<file path="src/hdl/chse_pkg.sv">
// chse_pkg: shared types and codes for the cuckoo hash set engine.
// No dependencies; imported by every module of the block.

package chse_pkg;

    // Field widths fixed by the interface
    localparam int KEY_W   = 32;
    localparam int CFG_W   = 10;
    localparam int ENTRY_W = KEY_W + 1;   // valid bit on top of the key

    // Request codes
    localparam logic [1:0] OP_LOOKUP = 2'd0;
    localparam logic [1:0] OP_INSERT = 2'd1;
    localparam logic [1:0] OP_REMOVE = 2'd2;

    // Configuration register indexes
    localparam logic [1:0] REG_MAX_DISP = 2'd0;
    localparam logic [1:0] REG_SEED_A   = 2'd1;
    localparam logic [1:0] REG_SEED_B   = 2'd2;

    // Reset values of the configuration registers
    localparam logic [CFG_W-1:0] MAX_DISP_RST = 10'd100;
    localparam logic [CFG_W-1:0] SEED_A_RST   = 10'd0;
    localparam logic [CFG_W-1:0] SEED_B_RST   = 10'd1;

    // Configuration handed from the register file to the sequencer
    typedef struct packed {
        logic [CFG_W-1:0] max_disp;
        logic [CFG_W-1:0] seed_a;
        logic [CFG_W-1:0] seed_b;
    } cfg_t;

endpackage

</file>
<file path="src/hdl/chse_seq.sv">
// chse_seq: request sequencer with one shared key comparator, clearing pass and result register.
// Depends on chse_pkg; drives the ports of the two chse_table memories.

module chse_seq
    import chse_pkg::*;
#(
    parameter int TABLE_DEPTH = 1024
) (
    input  logic                            aclk,
    input  logic                            aresetn,
    input  cfg_t                            cfg,
    // request beat
    input  logic                            s_valid,
    output logic                            s_ready,
    input  logic [1:0]                      s_op,
    input  logic [KEY_W-1:0]                s_key,
    // result beat
    output logic                            m_valid,
    input  logic                            m_ready,
    output logic                            m_success,
    output logic                            m_table_full,
    output logic [KEY_W-1:0]                m_homeless_key,
    // table A
    output logic                            a_wr_en,
    output logic [$clog2(TABLE_DEPTH)-1:0]  a_wr_addr,
    output logic [ENTRY_W-1:0]              a_wr_data,
    output logic                            a_rd_en,
    output logic [$clog2(TABLE_DEPTH)-1:0]  a_rd_addr,
    input  logic [ENTRY_W-1:0]              a_rd_data,
    // table B
    output logic                            b_wr_en,
    output logic [$clog2(TABLE_DEPTH)-1:0]  b_wr_addr,
    output logic [ENTRY_W-1:0]              b_wr_data,
    output logic                            b_rd_en,
    output logic [$clog2(TABLE_DEPTH)-1:0]  b_rd_addr,
    input  logic [ENTRY_W-1:0]              b_rd_data
);

    localparam int AW = $clog2(TABLE_DEPTH);

    localparam logic [2:0] ST_CLEAR  = 3'd0;
    localparam logic [2:0] ST_IDLE   = 3'd1;
    localparam logic [2:0] ST_LOOK_A = 3'd2;
    localparam logic [2:0] ST_LOOK_B = 3'd3;
    localparam logic [2:0] ST_INS_A  = 3'd4;
    localparam logic [2:0] ST_INS_B  = 3'd5;
    localparam logic [2:0] ST_RESP   = 3'd6;

    localparam logic [AW-1:0]      CLR_LAST = AW'(TABLE_DEPTH - 1);
    localparam logic [ENTRY_W-1:0] EMPTY    = '0;

    // slot = low bits of (key xor seed)
    function automatic logic [AW-1:0] slot(input logic [KEY_W-1:0] k,
                                           input logic [CFG_W-1:0] s);
        logic [KEY_W-1:0] s_ext;
        s_ext = {{(KEY_W-CFG_W){1'b0}}, s};
        return k[AW-1:0] ^ s_ext[AW-1:0];
    endfunction

    logic [2:0]        state_reg, state_next;
    logic [AW-1:0]     clr_reg, clr_next;
    logic [1:0]        op_reg, op_next;
    logic [KEY_W-1:0]  key_reg, key_next;     // request key, then the key being placed
    logic [KEY_W-1:0]  ev_reg, ev_next;       // key pushed out of table A
    logic [AW-1:0]     addr_a_reg, addr_a_next;
    logic [AW-1:0]     addr_b_reg, addr_b_next;
    logic [CFG_W-1:0]  round_reg, round_next;
    logic              res_succ_reg, res_succ_next;
    logic              res_full_reg, res_full_next;
    logic [KEY_W-1:0]  res_home_reg, res_home_next;
    logic              m_valid_reg, m_valid_next;
    logic              m_succ_reg, m_succ_next;
    logic              m_full_reg, m_full_next;
    logic [KEY_W-1:0]  m_home_reg, m_home_next;

    // Shared comparator: A entry in LOOK_A, B entry in LOOK_B
    logic [ENTRY_W-1:0] cmp_entry;
    logic               hit;
    logic [CFG_W-1:0]   round_inc;

    assign cmp_entry = (state_reg == ST_LOOK_B) ? b_rd_data : a_rd_data;
    assign hit       = cmp_entry[KEY_W] && (cmp_entry[KEY_W-1:0] == key_reg);
    assign round_inc = CFG_W'(round_reg + 1'b1);

    // Sequencer
    always_comb begin
        state_next    = state_reg;
        clr_next      = clr_reg;
        op_next       = op_reg;
        key_next      = key_reg;
        ev_next       = ev_reg;
        addr_a_next   = addr_a_reg;
        addr_b_next   = addr_b_reg;
        round_next    = round_reg;
        res_succ_next = res_succ_reg;
        res_full_next = res_full_reg;
        res_home_next = res_home_reg;
        m_valid_next  = m_valid_reg && !m_ready;
        m_succ_next   = m_succ_reg;
        m_full_next   = m_full_reg;
        m_home_next   = m_home_reg;

        a_wr_en   = 1'b0;
        a_wr_addr = addr_a_reg;
        a_wr_data = EMPTY;
        a_rd_en   = 1'b0;
        a_rd_addr = addr_a_reg;
        b_wr_en   = 1'b0;
        b_wr_addr = addr_b_reg;
        b_wr_data = EMPTY;
        b_rd_en   = 1'b0;
        b_rd_addr = addr_b_reg;

        case (state_reg)
            // empty every entry of both tables, one row a cycle
            ST_CLEAR: begin
                a_wr_en   = 1'b1;
                a_wr_addr = clr_reg;
                b_wr_en   = 1'b1;
                b_wr_addr = clr_reg;
                clr_next  = AW'(clr_reg + 1'b1);
                if (clr_reg == CLR_LAST) begin
                    state_next = ST_IDLE;
                end
            end

            // take a request, read both candidate slots
            ST_IDLE: begin
                if (s_valid) begin
                    op_next       = s_op;
                    key_next      = s_key;
                    addr_a_next   = slot(s_key, cfg.seed_a);
                    addr_b_next   = slot(s_key, cfg.seed_b);
                    a_rd_en       = 1'b1;
                    a_rd_addr     = slot(s_key, cfg.seed_a);
                    b_rd_en       = 1'b1;
                    b_rd_addr     = slot(s_key, cfg.seed_b);
                    res_succ_next = 1'b0;
                    res_full_next = 1'b0;
                    res_home_next = '0;
                    if (s_op == OP_LOOKUP || s_op == OP_INSERT || s_op == OP_REMOVE) begin
                        state_next = ST_LOOK_A;
                    end else begin
                        state_next = ST_RESP;
                    end
                end
            end

            // compare against the table A slot
            ST_LOOK_A: begin
                if (hit) begin
                    res_succ_next = (op_reg != OP_INSERT);
                    a_wr_en       = (op_reg == OP_REMOVE);
                    state_next    = ST_RESP;
                end else begin
                    state_next = ST_LOOK_B;
                end
            end

            // compare against the table B slot
            ST_LOOK_B: begin
                if (hit) begin
                    res_succ_next = (op_reg != OP_INSERT);
                    b_wr_en       = (op_reg == OP_REMOVE);
                    state_next    = ST_RESP;
                end else if (op_reg != OP_INSERT) begin
                    state_next = ST_RESP;
                end else if (cfg.max_disp == '0) begin
                    res_full_next = 1'b1;
                    res_home_next = key_reg;
                    state_next    = ST_RESP;
                end else begin
                    round_next = '0;
                    a_rd_en    = 1'b1;
                    a_rd_addr  = addr_a_reg;
                    state_next = ST_INS_A;
                end
            end

            // place key in A, push the occupant toward B
            ST_INS_A: begin
                a_wr_en   = 1'b1;
                a_wr_data = {1'b1, key_reg};
                if (!a_rd_data[KEY_W]) begin
                    res_succ_next = 1'b1;
                    state_next    = ST_RESP;
                end else begin
                    ev_next     = a_rd_data[KEY_W-1:0];
                    addr_b_next = slot(a_rd_data[KEY_W-1:0], cfg.seed_b);
                    b_rd_en     = 1'b1;
                    b_rd_addr   = slot(a_rd_data[KEY_W-1:0], cfg.seed_b);
                    state_next  = ST_INS_B;
                end
            end

            // place pushed key in B, the B occupant goes round again
            ST_INS_B: begin
                b_wr_en   = 1'b1;
                b_wr_data = {1'b1, ev_reg};
                if (!b_rd_data[KEY_W]) begin
                    res_succ_next = 1'b1;
                    state_next    = ST_RESP;
                end else if (round_inc == cfg.max_disp) begin
                    res_full_next = 1'b1;
                    res_home_next = b_rd_data[KEY_W-1:0];
                    state_next    = ST_RESP;
                end else begin
                    key_next    = b_rd_data[KEY_W-1:0];
                    round_next  = round_inc;
                    addr_a_next = slot(b_rd_data[KEY_W-1:0], cfg.seed_a);
                    a_rd_en     = 1'b1;
                    a_rd_addr   = slot(b_rd_data[KEY_W-1:0], cfg.seed_a);
                    state_next  = ST_INS_A;
                end
            end

            // hand the result to the output register once it is free
            ST_RESP: begin
                if (!m_valid_reg || m_ready) begin
                    m_valid_next = 1'b1;
                    m_succ_next  = res_succ_reg;
                    m_full_next  = res_full_reg;
                    m_home_next  = res_home_reg;
                    state_next   = ST_IDLE;
                end
            end

            default: begin
                state_next = ST_IDLE;
            end
        endcase
    end

    // Control state
    always_ff @(posedge aclk) begin
        if (!aresetn) begin
            state_reg   <= ST_CLEAR;
            clr_reg     <= '0;
            m_valid_reg <= 1'b0;
        end else begin
            state_reg   <= state_next;
            clr_reg     <= clr_next;
            m_valid_reg <= m_valid_next;
        end
    end

    // Payload and working registers
    always_ff @(posedge aclk) begin
        op_reg       <= op_next;
        key_reg      <= key_next;
        ev_reg       <= ev_next;
        addr_a_reg   <= addr_a_next;
        addr_b_reg   <= addr_b_next;
        round_reg    <= round_next;
        res_succ_reg <= res_succ_next;
        res_full_reg <= res_full_next;
        res_home_reg <= res_home_next;
        m_succ_reg   <= m_succ_next;
        m_full_reg   <= m_full_next;
        m_home_reg   <= m_home_next;
    end

    assign s_ready        = (state_reg == ST_IDLE);
    assign m_valid        = m_valid_reg;
    assign m_success      = m_succ_reg;
    assign m_table_full   = m_full_reg;
    assign m_homeless_key = m_home_reg;

endmodule

</file>
<file path="config.mk">
export PLATFORM = sky130hd
export DESIGN_NAME = chse_seq
export DESIGN_NICKNAME = d
export VERILOG_FILES = /design/src/hdl/chse_pkg.sv /design/src/hdl/chse_seq.sv
export SDC_FILE = /design/constraint.sdc
export NUM_CORES = 1
export LEC_CHECK = 0
export BUFFER_PORTS_ARGS = -buffer_cell sky130_fd_sc_hd__buf_2
export CAP_MARGIN = 30
export CORE_AREA = 2 2 132 134
export CTS_CLUSTER_DIAMETER = 200
export DETAILED_ROUTE_END_ITERATION = 7
export DIE_AREA = 0 0 134 136
export GPL_TIMING_DRIVEN = 0
export HOLD_SLACK_MARGIN = 0.08
export PLACE_DENSITY = 0.9
export SLEW_MARGIN = 20
export SYNTH_ARGS = -nofsm -noshare
export SYNTH_HDL_FRONTEND = slang
export SYNTH_SLANG_ARGS = --single-unit
</file>
<file path="constraint.sdc">
create_clock -name aclk -period 7.3 [get_ports aclk]
set_clock_uncertainty 0.15 [all_clocks]
set_input_delay 0.365 -clock aclk [delete_from_list [all_inputs] [get_ports aclk]]
set_output_delay 0.365 -clock aclk [all_outputs]
set_load 0.1 [all_outputs]
</file>
==> results.tsv, run 1 <==
metric	value	unit
ctsHoldBuffers	46	
period_share	0.593	
clock_power_share	0.418	
cts_tree	done	
vias	9406	
r2r_cells	9	
power_density	179	nW/um^2
layout.cells.non_filler	1510	
synth-main-ff-cell	edfxtp_1	
leakage	0.00522	uW
endpoint_kind	primary output	
drv_cap	0	
core_area	16900	sq um
yosys-top-cells-area	edfxtp_1, dfxtp_1, nand2_1	
yosysUniqueCellTypes	72	
comb_power_share	0.082	
syn_nets	1052	
critPathLaunchType	register	
initial_core_util	0.551	
cp_slowest_cell	nor4_2	
rows	48	
wl_per_cell	22.9	microns
synth_top_area_share	0.465	
portBuffers	279	
synthArstFlopShare	0	
swShare	0.248	
grt_usage	0.373	
wirelength	34500	microns
hold_viol	0	
cp_cell_sequence	buf_2 > and3b_1 > clkbuf_1 > buf_2 > buf_2 > a31oi_1 > a21oi_1 > nand3_1 > nor4_2 > a211o_1 > buf_2	
grt_pass1_wl	50200	microns
ys_top_cells_by_count	nand2_1, edfxtp_1, inv_1	
worstPathMaxFanout	10	
area_growth	30.5	%
die_area	18200	sq um
first_iter_violations	1336	
tightestPinTransition	0.816	ns
r2r_slack	3.74	ns
nets	1405	
cts.sinks	178	
reg2reg_from	round_reg[0]	
drtPass1Iterations	6	
ys_ff_latch	178	
grt-ovfl-total	0	
synth_largest_area_cell	edfxtp_1	
cts.path.max_buffers	2	
intPower	1640	uW
antenna_left	0	
fillers	1191	
syn_avg_cell_area	10.2	sq um
die_width	134	microns
finalSetupTns	0	ns
htreeDepth	4	
crit_required	6.78	ns
route.detailed.drc	0	
place_inst	1426	
min_period	4.33	ns
hp-start	s_key[11]	
grt_pass1_vias	8740	
fmax	0.231	GHz
slew_headroom	0.442	
switching_power	540	uW
cts_setup_buffers	0	
worstHoldPathCells	3	
maxSlewViolCount	0	
cp_common_cell	buf_2	
r2r_end	res_home_reg[29]	
rsz0062_at_grt	no	
whs	0.0875	ns
post_cts_resize_count	0	
path_clk_slew	0.07	ns
cts_buffers	17	
insertion_delay	0.44	ns
status	finished, final reports clean	
setup_ws	2.97	ns
cts_root_buf	clkbuf_16	
irDropWorstVdd	0.000169	V
ys_seq_area_frac	0.538	
path_class	reg -> out	
synth_edf_count	144	
synthCells	916	
place_congestion	1.02	
drive_above_1_share	0.272	
synth_area	9310	sq um
antenna_found_initial	2	
critical_path_arrival	3.81	ns
num_io_pins	280	
finalSetupViolCount	0	
min_to	key_reg[11]	
die_h	136	microns
grt_max_degree	33	
dp_slack	3.55	ns
seq_power_share	0.500	
max_stage_delay	0.60	ns
yosysMostFrequentCell	nand2_1	
yosys_warnings	0	
avgViaCountPerCell	6.23	
place.detailed.hpwl	25500	microns
hold_class	in -> reg	
## critical path: cells and delay by family (launching register included)
| kind | cells | cell delay, ns |
|---|---|---|
| buf+inv | 5 | 1.55 |
| compound gates | 3 | 0.61 |
| flops | 1 | 0.31 |
| simple gates | 3 | 0.90 |
## power groups by stage
stage               clock network, uW  registers, uW  logic (uW)
floorplan                           0           1110        70.3
global placement                    0           1110         149
detailed placement                  0           1110         151
CTS                               902           1090         172
global route                      946           1090         187
finish                            912           1090         178
## worst max path at each step
stage,end,slack (ns),startpoint,cells past startpoint
CTS,b_wr_en,3.07,state_reg[0],11
global route,b_wr_en,2.82,state_reg[0],11
detailed placement,b_wr_en,3.55,state_reg[0],11
finish,b_wr_en,2.97,state_reg[0],11
floorplan,b_rd_addr[1],2.92,state_reg[0],9
global placement,m_homeless_key[30],1.75,state_reg[2],3
## placed cells by master, fill, tap and decap left out, types with 23 or more instances in the layout
cell type and instances:
a22o_1 24, and3_1 55, o21ai_0 48, o221ai_1 23, clkbuf_1 38, nor2b_1 27
dfxtp_1 34, buf_2 285, edfxtp_1 144, nand2_1 166, inv_1 56, nor2_1 42
dlygate4sd3_1 48
## cell families (layout without fill, tap and decap cells)
group,after synthesis,in the layout,share of synthesized area
AND/OR/NAND/NOR,378,378,0.201
flip-flops,178,178,0.538
multiplexers,11,11,0.0125
other,0,3,0
buffers and inverters,110,476,0.0497
adder cells (fa/ha/maj),2,2,0.00269
XOR/XNOR,40,40,0.0410
AO/OA/AOI/OAI,197,197,0.155
## layout make-up
type	instances	area [sq um]	area share
multi-input cells	628	3850	0.317
flip-flops and latches	178	5000	0.412
plain buffers	53	250	0.0206
clock inverters	14	144	0.0118
clock buffers	18	429	0.0353
repair buffers	334	1960	0.161
inverters	57	214	0.0176
diodes	3	7.51	0.000618
well taps	225	282	0.0232
## stage by stage
step | util | power [uW] | cell area (sq um)
floorplan | - | 1180 | 9310
global placement | 0.651 | 1260 | 11000
detailed placement | 0.657 | 1260 | 11100
CTS | 0.718 | 2160 | 12100
global route | 0.720 | 2220 | 12100
finish | 0.720 | 2180 | 12100
## per-layer routing
layer,up-vias,wire length [microns],track usage
li1,4069,-,-
met5,-,0,0
met1,4415,12700,0.488
met4,0,1660,0.176
met2,785,16000,0.589
met3,137,4230,0.0884
(Power assumes the default switching activity.)
==> inputs of run 2 (changes only) <==
--- a/config.mk
+++ b/config.mk
@@ -7,13 +7,13 @@
 export LEC_CHECK = 0
 export BUFFER_PORTS_ARGS = -buffer_cell sky130_fd_sc_hd__buf_2
 export CAP_MARGIN = 30
-export CORE_AREA = 2 2 132 134
+export CORE_AREA = 2 2 137 139
 export CTS_CLUSTER_DIAMETER = 200
 export DETAILED_ROUTE_END_ITERATION = 7
-export DIE_AREA = 0 0 134 136
+export DIE_AREA = 0 0 139 141
 export GPL_TIMING_DRIVEN = 0
 export HOLD_SLACK_MARGIN = 0.08
-export PLACE_DENSITY = 0.9
+export PLACE_DENSITY = 0.85
 export SLEW_MARGIN = 20
 export SYNTH_ARGS = -nofsm -noshare
 export SYNTH_HDL_FRONTEND = slang
==> constraint.sdc (replaced) <==
create_clock -name aclk -period 4 [get_ports aclk]
set_clock_uncertainty 0.15 [all_clocks]
set_input_delay 0.2 -clock aclk [delete_from_list [all_inputs] [get_ports aclk]]
set_output_delay 0.2 -clock aclk [all_outputs]
set_load 0.1 [all_outputs]
==> results.tsv, run 2 (same netlist as run 1, synthesis figures left out) <==
metric	value	unit	change
rsz0062_at_grt	no		unchanged
place.detailed.hpwl	26000	microns	was 25500 microns
die_area	19600	sq um	was 18200 sq um
grt_usage	0.366		was 0.373
intPower	3180	uW	was 1640 uW
antenna_found_initial	1		was 2
comb_power_share	0.095		was 0.082
first_iter_violations	1340		was 1336
drive_above_1_share	0.254		was 0.272
grt_pass1_vias	9501		was 8740
worstPathMaxFanout	10		unchanged
layout_commonest_cell	buf_2		unchanged
layout.cells.non_filler	1607		was 1510
drtPass1Iterations	8		was 6
grt_max_degree	33		unchanged
period_share	0.999		
vias	9893		was 9406
dp_slack	0.380	ns	was 3.55 ns
setup_ws	0.00209	ns	was 2.97 ns
cts.path.max_buffers	2		unchanged
nets	1495		was 1405
cts_buffers	17		unchanged
irDropWorstVdd	0.000282	V	was 0.000169 V
violations	DRC		
switching_power	994	uW	was 540 uW
critical_path_arrival	3.65	ns	was 3.81 ns
swShare	0.238		was 0.248
die_width	139	microns	was 134 microns
area_growth	41.4	%	was 30.5%
initial_core_util	0.509		was 0.551
leakage	0.00564	uW	was 0.00522 uW
endpoint_kind	primary output		unchanged
tightestPinTransition	0.925	ns	was 0.816 ns
clock_power_share	0.428		was 0.418
whs	0.0830	ns	was 0.0875 ns
slew_headroom	0.384		was 0.442
place_inst	1434		was 1426
num_io_pins	280		unchanged
drv_cap	0		unchanged
cts.sinks	178		unchanged
status	finished, violations left		was finished, final reports clean
path_clk_slew	0.07	ns	about the same
hold_viol	0		unchanged
min_period	4.00	ns	
cts_tree	done		unchanged
cts_root_buf	clkbuf_16		unchanged
seq_power_share	0.477		was 0.500
place_congestion	1.03		was 1.02
antenna_left	0		unchanged
wirelength	37000	microns	was 34500 microns
power_density	317	nW/um^2	was 179 nW/um^2
grt-ovfl-total	0		unchanged
avgViaCountPerCell	6.16		was 6.23
finalSetupViolCount	0		unchanged
critPathLaunchType	register		unchanged
htreeDepth	4		unchanged
die_h	141	microns	was 136 microns
portBuffers	279		unchanged
core_area	18300	sq um	was 16900 sq um
maxSlewViolCount	0		unchanged
hold_class	in -> reg		unchanged
rows	50		was 48
wl_per_cell	23.0	microns	was 22.9 microns
cts_setup_buffers	0		unchanged
insertion_delay	0.44	ns	about the same
route.detailed.drc	5		was 0
path_class	reg -> out		unchanged
grt_pass1_wl	54300	microns	was 50200 microns
crit_required	3.65	ns	was 6.78 ns
final_cell_mix	buf_2, nand2_1, edfxtp_1, dlygate4sd3_1, inv_1		was buf_2, nand2_1, edfxtp_1, inv_1, and3_1
fmax	0.250	GHz	
[run 2: path summary, 6_finish.rpt]
kind | from | to | slack, ns | cells past startpoint
max | state_reg[0] | b_wr_data[32] | 0.002 | 8
min | b_rd_data[8] | addr_a_reg[8] | 0.08 | 3
max reg2reg | state_reg[0] | key_reg[25] | 0.23 | 10
min reg2reg | res_home_reg[4] | m_homeless_key[4] | 0.27 | 0
[run 2: timing repair]
item                                   in CTS  in global routing
setup endpoints to repair                   1                 11
gates resized for setup                     2                 14
gates cloned                                0                  0
hold buffers                              139                  0
endpoints found under the hold margin     107                  0
[run 2: layout make-up]
class / instances / area (sq um)
clock buffer: 17 / 425
timing repair buffer: 424 / 2900
sequential: 178 / 5000
multi-input combinational: 628 / 3870
clock inverter: 15 / 195
tap: 234 / 293
antenna: 1 / 2.50
inverter: 57 / 214
fill: 1275 / 5110
buffer: 53 / 254
[run 2: worst max-delay path: stages, from the launching register on]
cell and delay, ns:
dfxtp_1 0.32, buf_2 0.20, nor2b_1 0.15, clkbuf_1 0.46
nand2_1 0.35, inv_1 0.21, clkbuf_1 0.52, buf_1 0.47
buf_2 0.52
[run 2: per-stage QoR]
| step | TNS, ns | total power, uW | util | instance area, sq um |
|---|---|---|---|---|
| after floorplan | 0 | 2160 | - | 9320 |
| after global placement | -9.96 | 2300 | 0.603 | 11000 |
| after detailed placement | 0 | 2310 | 0.608 | 11100 |
| after CTS | 0 | 4150 | 0.718 | 13100 |
| after global routing | 0 | 4260 | 0.720 | 13200 |
| final | 0 | 4170 | 0.720 | 13200 |
[run 2: per-layer routing]
| layer | global-route usage | part of all wire | vias up |
|---|---|---|---|
| met5 | 0 | 0 | - |
| met2 | 0.601 | 0.47 | 858 |
| met1 | 0.466 | 0.36 | 4631 |
| li1 | - | - | 4263 |
| met3 | 0.0808 | 0.13 | 141 |
| met4 | 0.172 | 0.047 | 0 |
[run 2: power groups by stage]
stage               clock [uW]  sequential [uW]  combinational [uW]
floorplan                    0             2030                 128
finish                    1780             1990                 397
detailed placement           0             2030                 278
global route              1860             1990                 414
global placement             0             2030                 275
CTS                       1790             1990                 377
